**src/hw/rtl/cbb_pkg.sv**
```systemverilog
// Types, constants and helper functions of the 3x3 clipped box blur core.
package cbb_pkg;

   localparam int MAX_SIDE  = 64;
   localparam int MIN_SIDE  = 3;
   localparam int CH_W      = 16;
   localparam int PIX_W     = 3 * CH_W;
   localparam int POS_W     = $clog2(MAX_SIDE);
   localparam int SIDE_W    = POS_W + 1;
   localparam int SUM_W     = 20;
   localparam int CNT_W     = 4;
   localparam int DIV_SHIFT = 24;
   localparam int RECIP_W   = DIV_SHIFT + 1;
   localparam int PROD_W    = SUM_W + RECIP_W;
   localparam int WIN_N     = 9;

   typedef logic [PIX_W-1:0] pixel_type;
   typedef logic [POS_W-1:0] pos_type;

   // One window snapshot together with the block of outputs it completes.
   typedef struct packed {
      logic [WIN_N-1:0][PIX_W-1:0] win;
      pos_type                     r_in;
      pos_type                     c_in;
      pos_type                     r_lo;
      pos_type                     r_hi;
      pos_type                     c_lo;
      pos_type                     c_hi;
   } job_type;

   // Scaled reciprocal of a window count: q = (sum * recip) >> DIV_SHIFT is
   // exact for every sum below 2**SUM_W.
   function automatic logic [RECIP_W-1:0] recip(input logic [CNT_W-1:0] cnt);
      logic [RECIP_W-1:0] m;
      case (cnt)
         CNT_W'(1): m = RECIP_W'(1) << DIV_SHIFT;
         CNT_W'(2): m = RECIP_W'(1) << (DIV_SHIFT - 1);
         CNT_W'(3): m = RECIP_W'(((64'd1 << DIV_SHIFT) + 64'd2) / 64'd3);
         CNT_W'(4): m = RECIP_W'(1) << (DIV_SHIFT - 2);
         CNT_W'(6): m = RECIP_W'(((64'd1 << DIV_SHIFT) + 64'd5) / 64'd6);
         CNT_W'(9): m = RECIP_W'(((64'd1 << DIV_SHIFT) + 64'd8) / 64'd9);
         default:   m = '0;
      endcase
      return m;
   endfunction

endpackage

```
**src/hw/rtl/cbb_emit.sv**
```systemverilog
// Output sequencer: walks a window's outputs, sums the clipped window, divides.
module cbb_emit import cbb_pkg::*; (
   input  logic            clock,
   input  logic            reset,
   input  logic            job_load,
   input  job_type         job,
   output logic            job_ready,
   output logic            rsp_valid,
   input  logic            rsp_ready,
   output pos_type         rsp_out_row,
   output pos_type         rsp_out_col,
   output logic [CH_W-1:0] rsp_out_red,
   output logic [CH_W-1:0] rsp_out_green,
   output logic [CH_W-1:0] rsp_out_blue,
   output logic            rsp_run_last
);

   logic              job_valid_ff;
   job_type           job_ff;
   pos_type           cur_r_ff, cur_c_ff;

   logic              sum_valid_ff;
   logic [SUM_W-1:0]  sum_ff [3];
   logic [CNT_W-1:0]  cnt_ff;
   pos_type           sr_ff, sc_ff;
   logic              slast_ff;

   logic              out_valid_ff;
   pos_type           or_ff, oc_ff;
   logic [CH_W-1:0]   oq_ff [3];
   logic              olast_ff;

   logic              out_free, sum_adv, sum_free, emit, last;
   logic [1:0]        d_r, d_c;
   logic [SUM_W-1:0]  acc [3];
   logic [CNT_W-1:0]  cnt;
   logic [RECIP_W-1:0] m;
   logic [PROD_W-1:0] prod [3];

   assign out_free  = !out_valid_ff || rsp_ready;
   assign sum_adv   = sum_valid_ff && out_free;
   assign sum_free  = !sum_valid_ff || sum_adv;
   assign emit      = job_valid_ff && sum_free;
   assign last      = (cur_r_ff == job_ff.r_hi) && (cur_c_ff == job_ff.c_hi);
   assign job_ready = !job_valid_ff || (emit && last);

   // Window rows and columns that lie inside the frame for this output.
   assign d_r = 2'(job_ff.r_in - cur_r_ff);
   assign d_c = 2'(job_ff.c_in - cur_c_ff);
   assign cnt = CNT_W'(({2'b0, d_r} + CNT_W'(1)) * ({2'b0, d_c} + CNT_W'(1)));

   always_comb begin
      for (int k = 0; k < 3; k++) begin
         acc[k] = '0;
      end
      for (int i = 0; i < 3; i++) begin
         for (int j = 0; j < 3; j++) begin
            if ((3'(i) + {1'b0, d_r} >= 3'd2) && (3'(j) + {1'b0, d_c} >= 3'd2)) begin
               for (int k = 0; k < 3; k++) begin
                  acc[k] = acc[k] + SUM_W'(job_ff.win[i*3+j][k*CH_W +: CH_W]);
               end
            end
         end
      end
   end

   assign m = recip(cnt_ff);

   always_comb begin
      for (int k = 0; k < 3; k++) begin
         prod[k] = PROD_W'(sum_ff[k]) * PROD_W'(m);
      end
   end

   always_ff @(posedge clock) begin
      if (reset) begin
         job_valid_ff <= 1'b0;
         sum_valid_ff <= 1'b0;
         out_valid_ff <= 1'b0;
      end else begin
         if (job_load) begin
            job_valid_ff <= 1'b1;
         end else if (emit && last) begin
            job_valid_ff <= 1'b0;
         end
         if (emit) begin
            sum_valid_ff <= 1'b1;
         end else if (sum_adv) begin
            sum_valid_ff <= 1'b0;
         end
         if (sum_adv) begin
            out_valid_ff <= 1'b1;
         end else if (rsp_ready) begin
            out_valid_ff <= 1'b0;
         end
      end
   end

   always_ff @(posedge clock) begin
      if (job_load) begin
         job_ff   <= job;
         cur_r_ff <= job.r_lo;
         cur_c_ff <= job.c_lo;
      end else if (emit && !last) begin
         if (cur_c_ff == job_ff.c_hi) begin
            cur_c_ff <= job_ff.c_lo;
            cur_r_ff <= cur_r_ff + POS_W'(1);
         end else begin
            cur_c_ff <= cur_c_ff + POS_W'(1);
         end
      end
      if (emit) begin
         for (int k = 0; k < 3; k++) begin
            sum_ff[k] <= acc[k];
         end
         cnt_ff   <= cnt;
         sr_ff    <= cur_r_ff;
         sc_ff    <= cur_c_ff;
         slast_ff <= last;
      end
      if (sum_adv) begin
         for (int k = 0; k < 3; k++) begin
            oq_ff[k] <= prod[k][DIV_SHIFT +: CH_W];
         end
         or_ff    <= sr_ff;
         oc_ff    <= sc_ff;
         olast_ff <= slast_ff;
      end
   end

   assign rsp_valid     = out_valid_ff;
   assign rsp_out_row   = or_ff;
   assign rsp_out_col   = oc_ff;
   assign rsp_out_red   = oq_ff[0];
   assign rsp_out_green = oq_ff[1];
   assign rsp_out_blue  = oq_ff[2];
   assign rsp_run_last  = olast_ff;

endmodule

```
**config.mk**
```make
export PLATFORM = sky130hd
export DESIGN_NAME = cbb_emit
export DESIGN_NICKNAME = d
export VERILOG_FILES = /design/src/hw/rtl/cbb_pkg.sv /design/src/hw/rtl/cbb_emit.sv
export SDC_FILE = /design/constraint.sdc
export NUM_CORES = 2
export LEC_CHECK = 0
export ABC_AREA = 1
export BUFFER_PORTS_ARGS = -buffer_cell sky130_fd_sc_hd__buf_4
export CAP_MARGIN = 20
export CELL_PAD_IN_SITES_DETAIL_PLACEMENT = 1
export CELL_PAD_IN_SITES_GLOBAL_PLACEMENT = 2
export CORE_UTILIZATION = 36
export DETAILED_ROUTE_END_ITERATION = 7
export PLACE_DENSITY = 0.79
export SYNTH_ARGS = -nofsm -noshare
export SYNTH_HDL_FRONTEND = slang
export SYNTH_SLANG_ARGS = --single-unit
```
**constraint.sdc**
```tcl
create_clock -name clock -period 10 [get_ports clock]
set_input_delay 1 -clock clock [delete_from_list [all_inputs] [get_ports clock]]
set_output_delay 1 -clock clock [all_outputs]
set_load 0.02 [all_outputs]
```
Word-level counts from Yosys, hierarchy flattened --
Memory sizes are Yosys's and may differ from the RTL's. Cells that the tools add are included.
Storage, ports and cells: word-level logic and storage cells 133, output and inout bits 63, flip-flop bits (word level) 499, memories 2, memory bits (writable) 108
Memory list:
- sum_ff | words 3, bits a word 20, rd ports 3, clocked after memory_dff 0, write ports 3, line cbb_emit.sv:23 | logic [SUM_W-1:0] sum_ff [3];
- oq_ff | words 3, bits a word 16, rd ports 3, clocked after memory_dff 0, write ports 3, line cbb_emit.sv:30 | logic [CH_W-1:0] oq_ff [3];
Operators by class: add/subtract/negate cells 34, $mul 4, equality and inequality tests 8, reductions and logical operators 27, mux-type cells 26, $lt $le $gt $ge 6
Operator list (count):
- $add 20x16->20 | 24
- $mux 60 | 8
- $pmux 25 s6 | 1
- $mul 20x25->40 | 3
- $mux 56 | 1
- $mux 6 | 6
- $logic_and 1x1->1 | 14
- $add 6x1->6 const B | 2
- $eq 6x6->1 | 2
- $ge 3x2->1 const B | 4
- $mux 1 | 10
- $reduce_bool 2->1 | 5
- $eq 4x2->1 const B | 2
- $eq 4x3->1 const B | 2
- $add 1x2->3 const A | 2
- $add 2x1->3 const B | 2
- $add 2x2->3 const A | 2
- $eq 4x1->1 const B | 1
- $eq 4x4->1 const B | 1
- $ge 2x2->1 const B | 2
- $logic_not 1->1 | 4
- $mul 3x3->4 | 1
- $sub 2x2->2 | 2
- $logic_or 1x1->1 | 3
- $reduce_and 2->1 | 1

Logic depth before layout (Yosys ltp) --
word-level depth 20, depth in mapped cells 77, mapped depth without buffers 76

Worst setup path after synthesis --
OpenSTA, ideal clock, no wires.
kind reg-to-reg, from reg cur_c_ff[0], to mem sum_ff[1][19], in the netlist sum_ff[0][39], data pin, arrival 9.802 ns, cell stages (with the launch flop) 59, path buffers 1, setup slack -0.054 ns, library setup time 0.253 ns, path through edfxtp_1 ha_1 nand2_1 nand3_4 nand2_8 clkbuf_1 nor2_1 ha_1 fa_1 o21ai_0 fa_1 nor2_1 inv_1 fa_1 nand3b_1 and2_1 nor2_1 o21ai_0 [... 23 more ...] a21boi_0 xor2_1 a21oi_1 ha_1 a21oi_1 nand2_1 xnor2_1 o21ai_0 ha_1 nand2_1 o21ai_0 nand2_1 nand2_1 nand3_1 a21oi_2 nand2_2 nor2_1 nor2_1
RTL lines:
- from (decl) | line cbb_emit.sv:20 | pos_type cur_r_ff, cur_c_ff;
- from (signal assigned) | line cbb_emit.sv:103 | cur_c_ff <= job.c_lo;
- from (signal assigned) | line cbb_emit.sv:106 | cur_c_ff <= job_ff.c_lo;
- from (signal assigned) | line cbb_emit.sv:109 | cur_c_ff <= cur_c_ff + POS_W'(1);
- to (decl) | line cbb_emit.sv:23

==> flow_summary.ini <==
[setup_path]
crit_required_ps = 10470
arrival_ps = 10790
cp_common_cell = buf_4
r2r_slack_ps = -320
critical_path_buf_inv_count = 14
critical-path-top-delay-family = simple AND/OR/NAND/NOR gates
endpoint_kind = flip-flop
cp-start-kind = flip-flop
crit_slowest_cell = edfxtp_1
critPathLaunch = cur_c_ff[0]
r2r_start = cur_c_ff[0]
path_max_fanout = 7
rr_worst_depth = 66
r2r_end = sum_ff[0][19]
worst_path_largest_cell_delay_ps = 420
worstSetupPathType = flip-flop to flip-flop

[grt]
grt_max_degree = 151
grt_pass1_wl_um = 403600
grt_antenna_before_repair = 28
grt_pass1_vias = 67880
gr-total-overflow = 0
grt_use_total = 0.2597

[logic_synthesis]
async_flop_share = 0
synth_seq_cells = 607
syn_inst = 8135
seq_area_frac_synth = 0.2467
syn_avg_cell_area_um2 = 9.069
synth_edf_count = 604
synthesis.area_mm2 = 0.07377
yosysWarnings = 0
ys_types = 69
ys.flop_type = edfxtp_1
synth_nets = 10340

[sta]
finalCritPeriodShare = 1.032
rsz0062_at_grt = yes
finalSetupViolCount = 14
skew_ps = 29.95
final_max_slew_viol_count = 0
fin_crit_ps = 10320
slew-limit-headroom = 0.2798
timing.fmax_mhz = 96.92
worstMarginPinSlew_ps = 1080
fin_ws_ps = -318.1
hold_viol_final = 0

[die]
initial_core_util = 0.3635
rows = 165
die_w_um = 454.7
die_area_mm2 = 0.2067
core_area_mm2 = 0.2029
die_h_um = 454.7
io_pins = 535

[placed_design]
hpwl_um = 227400
place.gp.congestion = 0.9487
dp_slack_ps = -1520
io_buffers = 526
placed_area_mm2 = 0.08793
placedCellCount = 12180

[run_status]
status = complete, but fails checks
violations = negative setup slack

[final_layout]
fillCellCount = 23080
utilization = 0.4801
fin_cells = 12550
drive_gt1_frac = 0.2875
areaGrowthSynthToFinish_pct = 32.07
fin_area_mm2 = 0.09743
nets = 12000

[routing]
drt_first_pass_iters = 5
drc_errors = 0
drtIter0Drc = 2840
vias = 61920
routed_via_density = 4.934
wire_per_inst_um = 21.76
ant_nets = 0
wl_um = 273100

[hold_path]
holdPathStages = 0
min_from = sr_ff[4]
min_to = rsp_out_row[4]
min_path_type = flip-flop to flip-flop

[clock_tree]
cts_buffers = 77
cts_tree = built
clkTransAtPathRegs_ps = 60
clkLatencyLatePin_ps = 720
h-tree-depth = 3
cts-root-buf = clkbuf_16
cts_hold_buf = 0
cts_max_path_buffers = 3
clock-sinks = 607

[flow_run]
drv_cap = 0
==> worst register-to-register path, delay by kind of cell, from the launching register on <==
kind | cells | cell delay (ps)
buf+inv | 14 | 1870
flops | 1 | 420
compound gates | 14 | 1900
xor+xnor | 3 | 430
simple gates | 26 | 2890
fa+ha+maj | 9 | 2600
==> Yosys cell counts, drive strengths merged, types with 12 or more instances <==
| master | n | area share |
|---|---|---|
| fa | 958 | 0.26 |
| a21o | 22 | 0.0022 |
| edfxtp | 604 | 0.25 |
| o31ai | 19 | 0.0019 |
| nor4 | 12 | 0.0010 |
| or2 | 28 | 0.0024 |
| o21ai | 446 | 0.030 |
| o21a | 20 | 0.0020 |
| nand3b | 15 | 0.0019 |
| clkbuf | 92 | 0.0048 |
| buf | 29 | 0.0024 |
| o22ai | 17 | 0.0014 |
| a21oi | 529 | 0.036 |
| a31oi | 48 | 0.0041 |
| xor2 | 184 | 0.022 |
| ha | 772 | 0.13 |
| a21boi | 14 | 0.0014 |
| nand3 | 226 | 0.018 |
| o211ai | 12 | 0.0012 |
| nor3 | 33 | 0.0023 |
| nand2 | 1216 | 0.066 |
| o21bai | 29 | 0.0030 |
| inv | 1789 | 0.091 |
| xnor2 | 127 | 0.015 |
| nor2 | 770 | 0.040 |
| nand4 | 54 | 0.0051 |
==> layout make-up <==
class	instances	area, µm²	area share
multi-input cells	5616	53510	0.5492
flip-flops and latches	607	18200	0.1868
repair buffers	1702	13050	0.1340
inverters	1791	6748	0.06926
well taps	2672	3343	0.03431
clock buffers	86	1961	0.02012
clock inverters	53	566.8	0.005817
diodes	22	55.05	0.0005651
==> metrics by stage <==
step                setup TNS [ps]  hold WS, ps
floorplan                        0        400.3
global placement            -16180        404.5
detailed placement          -29480        405.7
CTS                          -2423        385.5
global route                -12680        407.8
finish                       -2442        416.5
==> what timing repair did <==
action | CTS | global route
resized for setup | 564 | 686
pin swaps | 190 | 387
cloned | 1 | 0
setup endpoints to repair | 35 | 30
setup buffers | 91 | 125
==> kinds of logic (layout without fill, tap and decap cells) <==
logic type | after synthesis | in the layout | synth area share
other | 0 | 22 | 0
buffers and inverters | 1912 | 3632 | 0.09840
muxes | 2 | 2 | 0.0002883
and+or+nand+nor | 2366 | 2366 | 0.1371
adders and majority gates | 1730 | 1730 | 0.3909
DFF | 607 | 607 | 0.2467
AOI/OAI and AO/OA | 1207 | 1207 | 0.08970
xor gates and xnor gates | 311 | 311 | 0.03692
==> how the worst max path moves through the flow <==
stage / endpoint / slack, ps / cells past startpoint
6_report: sum_ff[0][19] / -320 / 66
5_1_grt: sum_ff[0][59] / -870 / 69
4_1_cts: sum_ff[0][39] / -240 / 60
3_5_place_dp: sum_ff[0][39] / -1520 / 64
3_3_place_gp: sum_ff[0][39] / -1100 / 61
2_1_floorplan: sum_ff[0][19] / 30 / 67
==> metal layers <==
metal  wire length, µm  vias to the layer above  GRT usage
li1                  -                    29260          -
met1            112700                    31170     0.3205
met2            139700                     1136     0.4662
met3              8669                      344    0.02186
met4             11950                        2     0.1024
met5                11                        -          0
==> state kept, by name, indices dropped and copies added (netlist names) <==
signal / count
sum_ff: 60
rsp_out_row: 6
sum_valid_ff: 1
sr_ff: 6
rsp_run_last: 1
oq_ff: 48
cnt_ff: 4
rsp_valid: 1
rsp_out_col: 6
cur_c_ff: 6
cur_r_ff: 6
slast_ff: 1
job_valid_ff: 1
job_ff: 454
sc_ff: 6
==> cells in the final DEF (no fill, tap or decap), types with 13 or more instances in the layout <==
cell type     n
clkbuf_16    77
a21oi_1     326
a31oi_1      28
nor2_1      705
nand4_1      48
buf_4      1662
o21ai_0     203
nor2_4       25
nor2_2       40
o21bai_1     13
o21ai_1     107
xnor2_1     103
fa_1        947
a21oi_4      35
o21a_1       18
nand3b_1     13
a21o_1       22
nor3_1       31
o21ai_2     125
nand2_2     126
nand3_2      50
diode_2      22
ha_1        613
buf_6        27
edfxtp_1    604
a31oi_4      15
or2_2        26
ha_4        154
nand2_1    1069
nand2_4      19
xnor2_2      24
xor2_1      172
a21oi_2     168
nand3_1     166
clkinv_1     18
inv_2        63
inv_1      1715
Power is left out: the tool's default activity adds up to more than one toggle a clock period on the data nets, which glitch-free logic cannot reach.
